**src/rtl/tx_ring_chunk_submitter_core_defines.svh**
```systemverilog
// Assertion macros used by the transmit ring submitter top level.
`ifndef TX_RING_CHUNK_SUBMITTER_CORE_DEFINES_SVH
`define TX_RING_CHUNK_SUBMITTER_CORE_DEFINES_SVH

// Same-cycle implication, sampled on clk, quiet while rst_n is low.
`define TRCS_ASSERT_NOW(lbl, ante, cons, msg) \
    lbl: assert property (@(posedge clk) disable iff (!rst_n) (ante) |-> (cons)) \
        else $error(msg);

// Next-cycle implication, sampled on clk, quiet while rst_n is low.
`define TRCS_ASSERT_NEXT(lbl, ante, cons, msg) \
    lbl: assert property (@(posedge clk) disable iff (!rst_n) (ante) |=> (cons)) \
        else $error(msg);

`endif

```
**src/rtl/trcs_pkg.sv**
```systemverilog
// Types and constants of the transmit ring chunk submitter.
package trcs_pkg;

    localparam int RING_DEPTH  = 4096;
    localparam int CHUNK_LIMIT = 512;
    localparam int PTR_W       = $clog2(RING_DEPTH);
    localparam int LEN_W       = 10;
    localparam int BLEN_W      = 16;
    localparam int DATA_W      = 8;
    localparam int CMD_W       = 2;
    localparam int QUEUE_DEPTH = 2;
    localparam int QIDX_W      = $clog2(QUEUE_DEPTH);
    localparam int QCNT_W      = $clog2(QUEUE_DEPTH + 1);

    localparam logic [CMD_W-1:0] CMD_WRITE    = 2'd0;
    localparam logic [CMD_W-1:0] CMD_COMPLETE = 2'd1;
    localparam logic [CMD_W-1:0] CMD_KICK     = 2'd2;
    localparam logic [CMD_W-1:0] CMD_READ     = 2'd3;

    typedef enum logic [1:0] {
        OP_WRITE,
        OP_COMPLETE,
        OP_KICK,
        OP_READ
    } op_kind_t;

    typedef enum logic {
        B_EXEC,
        B_FINISH
    } back_state_t;

    typedef struct packed {
        op_kind_t            kind;
        logic [DATA_W-1:0]   data_byte;
        logic                block_first;
        logic                block_last;
        logic [BLEN_W-1:0]   block_len;
        logic                len_zero;
        logic                stack_ready;
        logic                stack_idle;
        logic [PTR_W-1:0]    read_addr;
    } op_t;

    typedef struct packed {
        logic full;
        logic empty;
    } queue_stat_t;

endpackage

```
**src/rtl/trcs_queue.sv**
```systemverilog
// Short operation queue between the front end and the back end.
module trcs_queue import trcs_pkg::*; (
    input  logic        clk,
    input  logic        rst_n,
    input  logic        push,
    input  op_t         push_op,
    input  logic        pop,
    output op_t         head_op,
    output queue_stat_t q_stat
);

    op_t               entry_reg [QUEUE_DEPTH];
    logic [QIDX_W-1:0] wr_idx_reg, wr_idx_next;
    logic [QIDX_W-1:0] rd_idx_reg, rd_idx_next;
    logic [QCNT_W-1:0] count_reg, count_next;
    logic              do_push, do_pop;

    assign q_stat.full  = (count_reg == QCNT_W'(QUEUE_DEPTH));
    assign q_stat.empty = (count_reg == '0);
    assign do_push      = push && !q_stat.full;
    assign do_pop       = pop && !q_stat.empty;
    assign head_op      = entry_reg[rd_idx_reg];

    always_comb
    begin
        wr_idx_next = wr_idx_reg;
        rd_idx_next = rd_idx_reg;
        count_next  = count_reg;
        if (do_push)
        begin
            wr_idx_next = (wr_idx_reg == QIDX_W'(QUEUE_DEPTH - 1)) ? '0 : wr_idx_reg + 1'b1;
        end
        if (do_pop)
        begin
            rd_idx_next = (rd_idx_reg == QIDX_W'(QUEUE_DEPTH - 1)) ? '0 : rd_idx_reg + 1'b1;
        end
        if (do_push && !do_pop)
        begin
            count_next = count_reg + 1'b1;
        end
        else if (do_pop && !do_push)
        begin
            count_next = count_reg - 1'b1;
        end
    end

    always_ff @(posedge clk or negedge rst_n)
    begin
        if (!rst_n)
        begin
            wr_idx_reg <= '0;
            rd_idx_reg <= '0;
            count_reg  <= '0;
        end
        else
        begin
            wr_idx_reg <= wr_idx_next;
            rd_idx_reg <= rd_idx_next;
            count_reg  <= count_next;
        end
    end

    always_ff @(posedge clk)
    begin
        if (do_push)
        begin
            entry_reg[wr_idx_reg] <= push_op;
        end
    end

endmodule

```
**config.mk**
```make
export PLATFORM = sky130hd
export DESIGN_NAME = trcs_queue
export DESIGN_NICKNAME = d
export VERILOG_FILES = /design/src/rtl/tx_ring_chunk_submitter_core_defines.svh /design/src/rtl/trcs_pkg.sv /design/src/rtl/trcs_queue.sv
export SDC_FILE = /design/constraint.sdc
export NUM_CORES = 1
export LEC_CHECK = 0
export ABC_AREA = 1
export BUFFER_PORTS_ARGS = -buffer_cell sky130_fd_sc_hd__clkbuf_2
export CAP_MARGIN = 20
export CORE_ASPECT_RATIO = 1.75
export CORE_MARGIN = 5
export CORE_UTILIZATION = 55
export DETAILED_ROUTE_END_ITERATION = 10
export PLACE_DENSITY = 0.87
export SLEW_MARGIN = 20
export SYNTH_ARGS = -nofsm -noshare
export SYNTH_HDL_FRONTEND = slang
export SYNTH_SLANG_ARGS = --single-unit
```
**constraint.sdc**
```tcl
create_clock -name clk -period 5.01 [get_ports clk]
set_input_delay 0.7515 -clock clk [delete_from_list [all_inputs] [get_ports clk]]
set_output_delay 0.7515 -clock clk [all_outputs]
set_load 0.05 [all_outputs]
```
==> results.txt <==
CP max-delay cell: dfrtp_1
Via density: 4.78
gr ovfl total: 0
synth unique cells: 15
Least-Margin Pin Slew: 0.930 ns
Final GP Congestion: 0.730
count leader, synth: nand2_1
initial antenna violation count: 0
crit-path most repeated cell: nand2_1
die height: 113 um
MaxCap Viol Count: 0
vias in the first global route: 2165
DIE AREA: 0.00784 mm^2
Main synth FF type: edfxtp_1
worst path required time: 4.26 ns
remaining antenna violation count: 0
final hold violations: 0
Ys Warns: 0
total setup buffers inserted after CTS: 0
# DRC: 0
XOR/XNOR Fraction of Synth Area: 0.261%
Cell Chain, Critical Path: buf_4 > inv_4 > nand2_1 > nand2_1 > clkbuf_2
Post-synth top cells: nand2_1 (138), edfxtp_1 (86), inv_1 (7), buf_4 (5)
Final period util: 56.3%
antenna cells: 0
Compound-Gate Fraction of Synth Area: 0.298%
Largest register FFs: 86
num ports: 92
DR vias: 2071
Mapped Nets: 304
WS Path Type: reg -> out
Final Max Tran Viols: 0
Initial DRC Count: 159
largest net degree at the start of global routing: 45
CP max stage delay: 0.55 ns
H-tree depth: 3
global-route wire length before repair: 9990 um
clock sink count: 90
wire per inst: 14.5 um
final setup vio count: 0
Core ar.: 0.00593 mm^2
Post-synth EDFFs: 86
width of the die: 69.1 um
min Tclk post-route: 2.82 ns
Area contributors post-synth: edfxtp_1 (77%), nand2_1 (15%), dfrtp_1 (3.0%), buf_4 (1.1%), inv_1 (0.78%)
Rows: 37
RSZ-0062 raised after global routing: no
mux contribution to synthesized area: 0%
Slew HR: 37.9%
Layout area overhead: 22.2%
Hold Buf Count CTS: 0
CP max FO: 44
Synth Instances: 256
post-cts resize count: 0
largest family of logic cells by synthesized area: simple AND/OR/NAND/NOR gates
CTS tree: yes
setup TNS: 0 ns
FMAX: 354 MHz
Synth Cell Area: 0.00336 mm^2
Synth area leader: edfxtp_1
GRT Util Overall: 17.1%
Total Wirelength: 6270 um
status: finished, final reports clean
initial core utilization: 56.7%
Port Buffer Count: 91
total CTS buffers: 9
share of cells above drive strength 1: 31.3%
Fin Clk Skew: 0.00411 ns
clk buf depth: 2
crit end category: primary output
adder-cell area share of the yosys netlist: 0.372%
Worst-path clk slew: 0.08 ns
post-synthesis async set-or-reset flop share: 4.44%
Yosys top cell area share: 76.8%
final net count: 399
Hold Path Class: in -> async
Post-Syn Area per Cell: 13.1 um^2
Worst-Skew Late Latency: 0.35 ns
CP Launch Type: flip-flop
Synth Area in Simple Gates: 16.6%
HPWL after DPL: 4250 um
CTS root buf: clkbuf_8
CP Data Arrival Time: 2.07 ns
Seq/Total Area, Yosys: 79.8%
DR pass1 iterations: 4
Yosys reg bits: 90
placed cells by master, fill, tap and decap left out:
cell type / n
xnor2_1: 1
nand3_1: 1
nor2_2: 2
dfrtp_1: 4
inv_2: 1
edfxtp_1: 86
clkinvlp_4: 2
clkinv_1: 2
clkbuf_2: 91
buf_4: 1
ha_1: 1
o21ai_0: 2
inv_4: 1
nand4_1: 1
nor2_4: 1
nand3b_1: 1
nor2_1: 1
buf_16: 1
clkbuf_8: 9
bufinv_16: 2
inv_1: 6
nand2_1: 138
metal layers:
| layer | global-route usage [%] | wire length [um] | up-vias |
|---|---|---|---|
| met5 | 0 | 0 | - |
| met4 | 10.8 | 214 | 0 |
| met3 | 5.47 | 370 | 16 |
| met2 | 30.0 | 3370 | 65 |
| met1 | 17.4 | 2320 | 944 |
| li1 | - | - | 1046 |
final timing paths:
path | start | slack, ns | endpoint | cells past startpoint
max | rd_idx_reg | 2.19 | head_op[33] | 5
min | rst_n | 0.20 | wr_idx_reg | 1
max reg2reg | count_reg[1] | 3.15 | entry_reg[0][24] | 5
min reg2reg | wr_idx_reg | 0.48 | wr_idx_reg | 2
max in group asynchronous | rst_n | 4.68 | count_reg[0] | 1
min in group clk | wr_idx_reg | 0.48 | wr_idx_reg | 2
cell families (layout without fill, tap and decap cells):
group,after synthesis,in the layout
adder cells (fa/ha/maj),1,1
AND/OR/NAND/NOR,145,145
AO/OA/AOI/OAI,2,2
XOR/XNOR,1,1
flip-flops,90,90
buffers and inverters,17,116
stage by stage:
stage / cells / worst slack, ns / hold slack [ns] / utilization [%] / instance area [um^2]
2_1_floorplan: 256 / 1.90 / 0.449 / - / 3360
3_3_place_gp: 417 / 2.63 / 0.462 / 65.3 / 3870
3_5_place_dp: 418 / 2.59 / 0.465 / 65.8 / 3900
4_1_cts: 433 / 2.20 / 0.183 / 69.3 / 4110
5_1_grt: 433 / 2.03 / 0.179 / 69.3 / 4110
6_report: 433 / 2.19 / 0.198 / 69.3 / 4110
final cells by class:
class,instances,area (um^2)
Sequential cell,90,2680
Fill cell,454,1820
Multi-Input combinational cell,149,596
Timing Repair Buffer,93,490
Clock buffer,9,124
Tap cell,78,97.6
Clock inverter,6,82.6
Inverter,8,32.5
critical path: cells and delay by family (launching register included):
family,cells,cell delay (ns)
buffers and inverters,3,0.96
AND/OR/NAND/NOR,2,0.20
flip-flops,1,0.55
Power is left out: the tool's default activity adds up to more than one toggle a clock period on the data nets, which glitch-free logic cannot reach.
