`src/rtl/tx_ring_chunk_submitter_core_defines.svh`:
```
// Assertion macros used by the transmit ring submitter top level.
`ifndef TX_RING_CHUNK_SUBMITTER_CORE_DEFINES_SVH
`define TX_RING_CHUNK_SUBMITTER_CORE_DEFINES_SVH

// Same-cycle implication, sampled on clk, quiet while rst_n is low.
`define TRCS_ASSERT_NOW(lbl, ante, cons, msg) \
    lbl: assert property (@(posedge clk) disable iff (!rst_n) (ante) |-> (cons)) \
        else $error(msg);

// Next-cycle implication, sampled on clk, quiet while rst_n is low.
`define TRCS_ASSERT_NEXT(lbl, ante, cons, msg) \
    lbl: assert property (@(posedge clk) disable iff (!rst_n) (ante) |=> (cons)) \
        else $error(msg);

`endif

```
`src/rtl/trcs_pkg.sv`:
```
// Types and constants of the transmit ring chunk submitter.
package trcs_pkg;

    localparam int RING_DEPTH  = 4096;
    localparam int CHUNK_LIMIT = 512;
    localparam int PTR_W       = $clog2(RING_DEPTH);
    localparam int LEN_W       = 10;
    localparam int BLEN_W      = 16;
    localparam int DATA_W      = 8;
    localparam int CMD_W       = 2;
    localparam int QUEUE_DEPTH = 2;
    localparam int QIDX_W      = $clog2(QUEUE_DEPTH);
    localparam int QCNT_W      = $clog2(QUEUE_DEPTH + 1);

    localparam logic [CMD_W-1:0] CMD_WRITE    = 2'd0;
    localparam logic [CMD_W-1:0] CMD_COMPLETE = 2'd1;
    localparam logic [CMD_W-1:0] CMD_KICK     = 2'd2;
    localparam logic [CMD_W-1:0] CMD_READ     = 2'd3;

    typedef enum logic [1:0] {
        OP_WRITE,
        OP_COMPLETE,
        OP_KICK,
        OP_READ
    } op_kind_t;

    typedef enum logic {
        B_EXEC,
        B_FINISH
    } back_state_t;

    typedef struct packed {
        op_kind_t            kind;
        logic [DATA_W-1:0]   data_byte;
        logic                block_first;
        logic                block_last;
        logic [BLEN_W-1:0]   block_len;
        logic                len_zero;
        logic                stack_ready;
        logic                stack_idle;
        logic [PTR_W-1:0]    read_addr;
    } op_t;

    typedef struct packed {
        logic full;
        logic empty;
    } queue_stat_t;

endpackage

```
`src/rtl/trcs_if.sv`:
```
// Item and result channel interfaces of the transmit ring chunk submitter.
interface trcs_item_if import trcs_pkg::*; ();
    logic                valid;
    logic                ready;
    logic [CMD_W-1:0]    cmd;
    logic [DATA_W-1:0]   data_byte;
    logic                block_first;
    logic                block_last;
    logic [BLEN_W-1:0]   block_len;
    logic                stack_ready;
    logic                stack_idle;
    logic [PTR_W-1:0]    read_addr;

    modport source (
        output valid, cmd, data_byte, block_first, block_last, block_len,
               stack_ready, stack_idle, read_addr,
        input  ready
    );
    modport sink (
        input  valid, cmd, data_byte, block_first, block_last, block_len,
               stack_ready, stack_idle, read_addr,
        output ready
    );
endinterface


```
`src/rtl/trcs_front.sv`:
```
// Front end: takes input transfers and classifies them into queued operations.
module trcs_front import trcs_pkg::*; (
    trcs_item_if.sink item,
    input  queue_stat_t q_stat,
    output logic        push,
    output op_t         push_op
);

    op_kind_t kind;

    always_comb
    begin
        case (item.cmd)
            CMD_WRITE:    kind = OP_WRITE;
            CMD_COMPLETE: kind = OP_COMPLETE;
            CMD_KICK:     kind = OP_KICK;
            CMD_READ:     kind = OP_READ;
            default:      kind = OP_KICK;
        endcase
    end

    assign item.ready = !q_stat.full;
    assign push       = item.valid && !q_stat.full;

    always_comb
    begin
        push_op.kind        = kind;
        push_op.data_byte   = item.data_byte;
        push_op.block_first = item.block_first;
        push_op.block_last  = item.block_last;
        push_op.block_len   = item.block_len;
        // flag a zero-length block here so the back end only compares size
        push_op.len_zero    = (item.block_len == '0);
        push_op.stack_ready = item.stack_ready;
        push_op.stack_idle  = item.stack_idle;
        push_op.read_addr   = item.read_addr;
    end

endmodule

```
`src/flat_wrapper.sv`:
```
// flat-port wrapper written by rule: the top's interface ports become plain ports
module trcs_front_flat import trcs_pkg::*;
  (q_stat, push, push_op, item_valid, item_cmd, item_data_byte, item_block_first, item_block_last, item_block_len, item_stack_ready, item_stack_idle, item_read_addr, item_ready);
  trcs_item_if item_i ();
  input  queue_stat_t q_stat;
  output logic push;
  output op_t push_op;
  input wire logic [$bits(item_i.valid)-1:0] item_valid;
  input wire logic [$bits(item_i.cmd)-1:0] item_cmd;
  input wire logic [$bits(item_i.data_byte)-1:0] item_data_byte;
  input wire logic [$bits(item_i.block_first)-1:0] item_block_first;
  input wire logic [$bits(item_i.block_last)-1:0] item_block_last;
  input wire logic [$bits(item_i.block_len)-1:0] item_block_len;
  input wire logic [$bits(item_i.stack_ready)-1:0] item_stack_ready;
  input wire logic [$bits(item_i.stack_idle)-1:0] item_stack_idle;
  input wire logic [$bits(item_i.read_addr)-1:0] item_read_addr;
  output wire logic [$bits(item_i.ready)-1:0] item_ready;
  assign item_i.valid = item_valid;
  assign item_i.cmd = item_cmd;
  assign item_i.data_byte = item_data_byte;
  assign item_i.block_first = item_block_first;
  assign item_i.block_last = item_block_last;
  assign item_i.block_len = item_block_len;
  assign item_i.stack_ready = item_stack_ready;
  assign item_i.stack_idle = item_stack_idle;
  assign item_i.read_addr = item_read_addr;
  assign item_ready = item_i.ready;
  trcs_front u_core (.item(item_i), .q_stat(q_stat), .push(push), .push_op(push_op));
endmodule
```
`config.mk`:
```
export PLATFORM = sky130hd
export DESIGN_NAME = trcs_front_flat
export DESIGN_NICKNAME = d
export VERILOG_FILES = /design/src/rtl/tx_ring_chunk_submitter_core_defines.svh /design/src/rtl/trcs_pkg.sv /design/src/rtl/trcs_if.sv /design/src/rtl/trcs_front.sv /design/src/flat_wrapper.sv
export SDC_FILE = /design/constraint.sdc
export NUM_CORES = 1
export LEC_CHECK = 0
export ABC_AREA = 1
export ABC_CLOCK_PERIOD_IN_PS = 800
export BUFFER_PORTS_ARGS = -buffer_cell sky130_fd_sc_hd__buf_2
export CORE_MARGIN = 3
export CORE_UTILIZATION = 25
export DETAILED_ROUTE_END_ITERATION = 7
export PLACE_DENSITY = 0.83
export SYNTH_ARGS = -nofsm -noshare
export SYNTH_HDL_FRONTEND = slang
export SYNTH_SLANG_ARGS = --single-unit
```
`constraint.sdc`:
```
create_clock -name vclk -period 0.8
set_clock_uncertainty 0.05 [all_clocks]
set_input_delay 0.16 -clock vclk [all_inputs]
set_output_delay 0.16 -clock vclk [all_outputs]
set_load 0.1 [all_outputs]
```
==> run metrics, run 1 <==
result of the run finished, violations left; violated checks negative setup slack; First-pass DRT Iterations 2; routed wirelength normalized by instance count 10.81 µm; count of inserted antenna diode cells 0; number of hold violations in the final report 0; worst slack at placement -300.0 ps; count of pins over their slew limit 0; first-pass GRT wire length 1580 µm; setup tns final -262.1 ps; global router's overall resource usage 9.336%; fill count 135; height of the die 47.13 µm; syn avg cell area 5.874 µm²; Worst Path Arrival 850 ps; type of element capturing the critical path output pin; fin worst setup slack -262.1 ps; number of cells on the worst hold path 0; slew at the pin closest to its max-slew limit 117.9 ps; period utilization 132.8%; Netlist Area Pre-Place 422.9 µm²; shortest period the worst path allows 1062 ps; port bufs 37; flip-flop and latch count 0; combinational family with the most area after synthesis buffers and inverters; path class of the lowest-slack min-delay path in2out; setup repair after global routing missed its margin yes; standard-cell rows 14; largest fanout on the critical path 2; WL final 1070 µm; maxcap violations 0; Finish-stage setup viols 1; mux cell area share after synthesis 0%; layout cell share with drive strength beyond 1 87.95%; detailed placer's ending HPWL 890.1 µm; full die area 2221 µm²; die extent in x 47.13 µm; Post-layout nets 130; count of mapped cells out of synthesis 72; number of top-level pins 90; post-route total power 794.8 µW; post-cts hold buffer count 0; Worst VDD drop 480.1 µV; Post-Place Cells 98; crit path launch type input pin; effective utilization at floorplan 27.44%; Placement Cell Area 749.5 µm²; maximum clock frequency 941.6 MHz; data required time of the critical path 590 ps; top library cells by usage in the layout, fill and taps aside sky130_fd_sc_hd__buf_12, sky130_fd_sc_hd__buf_4, sky130_fd_sc_hd__buf_6; DRT iter0 DRCs 1; number of global-route vias before repair 405; post-detailed-route via-to-cell ratio 3.768; number of antenna violations at the first check in global routing 0; post-synthesis cell type count 6; number of warning messages in the yosys log 0; most common cell after layout, fill and taps aside sky130_fd_sc_hd__buf_12; total number of vias 373; final std cells w/o fill 99; post-synthesis sequential area ratio 0%; min-delay src item_read_addr[0]; total area of sequential cells 0 µm²; worst slew margin relative to its limit 92.12%; largest net degree at the start of global routing 3; P per Cell Area 912.7 nW/µm²; Post-Synth Simple-Gate Area 14.79%; fin area 870.8 µm²; synthesized-area fraction occupied by ao, oa, aoi and oai cells 0%; routability-driven placement congestion ratio 0.6251; number of remaining DRC errors 0; remaining antenna violation count after routing 0; post-synthesis share of cell area spent on full adders, half adders and majority gates 0%; leakage power summed over all cells 0.0004590 µW; Net Count, Synth 117; critical path class in2out; XOR/XNOR Fraction of Synth Area 0%; total overflow reported by the global router 0; area growth from synthesis to layout 105.9%; core area 1541 µm²; clock buffers 0; worst hold endpoint push_op[0]
-- cells by family after synthesis --
kind of cell | count (synthesis)
buffers and inverters | 56
and+or+nand+nor | 16
-- worst max-delay path, cell delays in order --
cell,delay [ps]
sky130_fd_sc_hd__buf_8,100
sky130_fd_sc_hd__nor2_2,100
sky130_fd_sc_hd__and2_4,150
sky130_fd_sc_hd__nand2_4,50
sky130_fd_sc_hd__nor2_4,120
sky130_fd_sc_hd__buf_12,180
-- per-layer routing --
layer / vias to the layer above / share of wire [%] / track usage [%]
met5: - / 0 / 0
met4: 0 / 2.1 / 3.315
met3: 8 / 12 / 0.7663
met2: 24 / 61 / 21.41
met1: 157 / 25 / 7.640
li1: 184 / - / -
-- synth_stat cells --
cell type	number	area, µm²
sky130_fd_sc_hd__and2_1	1	6.260
sky130_fd_sc_hd__buf_4	40	300.3
sky130_fd_sc_hd__clkbuf_1	2	7.510
sky130_fd_sc_hd__inv_1	14	52.55
sky130_fd_sc_hd__nand2_1	8	30.03
sky130_fd_sc_hd__nor2_1	7	26.28
-- worst max-delay path by stage --
| stage | cells past startpoint | end | slack, ps | startpoint |
|---|---|---|---|---|
| 2_1_floorplan | 5 | push_op[14] | -310 | item_block_len[0] |
| 3_3_place_gp | 7 | push_op[14] | -280 | item_block_len[4] |
| 3_5_place_dp | 7 | push_op[14] | -300 | item_block_len[0] |
| 4_1_cts | 6 | push_op[14] | -250 | item_block_len[12] |
| 5_1_grt | 7 | push_op[14] | -300 | item_block_len[3] |
| 6_report | 6 | push_op[14] | -260 | item_block_len[14] |
-- report_power, final --
| part | switching (µW) | internal, µW | total (µW) |
|---|---|---|---|
| Combinational | 471 | 324 | 795 |
| Sequential | 0 | 0 | 0 |
| Clock | 0 | 0 | 0 |
-- stage by stage --
stage                     utilization (%)  hold WS [ps]
after floorplan                         -         366.0
after CTS                           55.36         270.7
after global placement              48.62         270.7
after global routing                56.49         270.1
final                               56.49         270.0
after detailed placement            48.62         270.7
-- cell type report --
| cell class | count | area, µm² | share of cell area [%] |
|---|---|---|---|
| inverter | 14 | 68.82 | 7.902 |
| multi-input combinational | 16 | 112.6 | 12.93 |
| tap | 16 | 20.02 | 2.299 |
| timing repair buffer | 53 | 669.4 | 76.87 |
-- repair_timing --
| action | in CTS | in global routing |
|---|---|---|
| pin swaps | 12 | 2 |
| setup buffers | 1 | 0 |
| setup endpoints to repair | 2 | 2 |
| gates resized for setup | 29 | 6 |
No activity file was read; power rests on OpenSTA's default activity.
==> run 2: changes to the inputs <==
CORE_MARGIN = unset   (was 3)
GPL_ROUTABILITY_DRIVEN = 0   (was unset)
==> run metrics, run 2 (same netlist as run 1, synthesis figures left out) <==
period utilization 131.9% (-0.89 points); design internal power 314.7 µW (-2.7%); met2 demand-to-capacity share in global routing 17.61% (-3.8 points); Worst VDD drop 528.4 µV (+10%); count of pins over their slew limit 0 (unchanged); die extent in x 43.13 µm (-8.5%); path class of the lowest-slack min-delay path in2out; number of antenna violations at the first check in global routing 0 (unchanged); sequence of cells on the critical path buf_2 > inv_2 > nand2_1 > nor2_1 > nand2_1 > nor2_4 > buf_12; standard-cell rows 14 (unchanged); critical path class in2out; Net Sw Frac 59.48% (+0.18 points); number of top-level pins 90 (unchanged); layout cell share with drive strength beyond 1 83.13% (-4.8 points); first-pass GRT wire length 1276 µm (-19%); port bufs 37 (unchanged); data required time of the critical path 590 ps (about the same); Sw Pwr 461.9 µW (-2.0%); fin worst setup slack -254.9 ps (+7.134 ps); number of remaining DRC errors 0 (unchanged); Critical Path Max Stage Delay 180 ps (about the same); maximum clock frequency 947.9 MHz (+0.68%); global router's overall resource usage 8.534% (-0.80 points); GRT met3 Usage 1.702% (+0.94 points); largest fanout on the critical path 2 (unchanged); fill count 127 (-5.9%); number of hold violations in the final report 0 (unchanged); total number of vias 371 (-0.54%); clock buffers 0 (unchanged); worst slew margin relative to its limit 91.93% (-0.19 points); post-route total power 776.6 µW (-2.3%); share of total power in sequential cells 0% (unchanged); DRT iter0 DRCs 1 (unchanged); routed wirelength normalized by instance count 9.162 µm (-15%); top library cells by usage in the layout, fill and taps aside sky130_fd_sc_hd__buf_12, sky130_fd_sc_hd__buf_4, sky130_fd_sc_hd__buf_6; flip-flop and latch count 0 (unchanged); Worst Path Arrival 840 ps (about the same); type of element capturing the critical path output pin; area growth from synthesis to layout 97.93%; effective utilization at floorplan 27.44% (unchanged); most common cell after layout, fill and taps aside sky130_fd_sc_hd__buf_12; P per Cell Area 927.8 nW/µm² (+1.7%); Post-layout nets 130 (unchanged); maxcap violations 0 (unchanged); total area of sequential cells 0 µm² (unchanged); detailed placer's ending HPWL 778.2 µm (-13%); number of global-route vias before repair 336 (-17%); violated checks negative setup slack; height of the die 43.13 µm (-8.5%); cell with the largest stage delay on the worst path sky130_fd_sc_hd__buf_12; grt peak-use layer met2; total overflow reported by the global router 0 (unchanged); global routing met1 resource utilization 8.101% (+0.46 points); post-detailed-route via-to-cell ratio 3.747 (-0.54%); Finish-stage setup viols 2 (+1); result of the run finished, violations left; full die area 1860 µm² (-16%); count of inserted antenna diode cells 0 (unchanged); leakage power summed over all cells 0.0004393 µW (-4.3%); most common cell type on the critical path sky130_fd_sc_hd__nand2_1; largest net degree at the start of global routing 3 (unchanged); Clock power frac 0% (unchanged); First-pass DRT Iterations 2 (unchanged); setup repair after global routing missed its margin yes; slew at the pin closest to its max-slew limit 120.7 ps (+2.800 ps); part of the total power dissipated in combinational logic 100.0% (about the same); crit path launch type input pin; core area 1541 µm² (unchanged); remaining antenna violation count after routing 0 (unchanged); shortest period the worst path allows 1055 ps (-7.134 ps); WL final 907 µm (-15%); worst slack at placement -293.8 ps (+6.140 ps)
-- run 2: per-stage QoR --
| stage | hold WS, ps | instance area [µm²] | utilization (%) | TNS, ps | instances |
|---|---|---|---|---|---|
| after floorplan | 366.0 | 456.7 | - | -374.4 | 72 |
| after global placement | 270.7 | 742.0 | 48.13 | -329.5 | 97 |
| after detailed placement | 270.7 | 742.0 | 48.13 | -356.4 | 97 |
| after CTS | 270.7 | 792.0 | 51.38 | -260.4 | 98 |
| after global routing | 270.1 | 837.1 | 54.30 | -375.9 | 99 |
| final | 270.0 | 837.1 | 54.30 | -301.6 | 99 |
-- run 2: worst paths after layout --
path                              start     endpoint  slack (ps)  depth (start not counted)
worst max-delay path  item_block_len[2]  push_op[14]        -250                          7
worst min-delay path  item_read_addr[9]   push_op[9]         270                          0
-- run 2: power by group through the flow --
stage | Clock [µW] | Combinational (µW) | Sequential [µW]
6_report | 0 | 777 | 0
5_1_grt | 0 | 799 | 0
4_1_cts | 0 | 754 | 0
3_5_place_dp | 0 | 728 | 0
3_3_place_gp | 0 | 718 | 0
2_1_floorplan | 0 | 1060 | 0
-- run 2: routing by layer --
layer,wire (µm),up-vias
met2,542,33
met4,19,0
met1,229,148
met3,115,6
li1,-,184
met5,0,-
-- run 2: critical path, delay by kind of cell --
family / cells / cell delay (ps)
AND/OR/NAND/NOR: 4 / 350
buffers and inverters: 3 / 330
-- run 2: layout make-up --
cell class / count / area, µm² / share of cell area, %
Inverter: 14 / 68.82 / 8.221
Timing Repair Buffer: 53 / 660.6 / 78.92
Multi-Input combinational cell: 16 / 87.58 / 10.46
Tap cell: 16 / 20.02 / 2.392
-- run 2: what timing repair did --
item | 4_1_cts | 5_1_grt
setup endpoints to repair | 2 | 2
buffers inserted | 1 | 1
resized for setup | 14 | 14
hold buffers | 0 | 0
pin swaps | 10 | 6
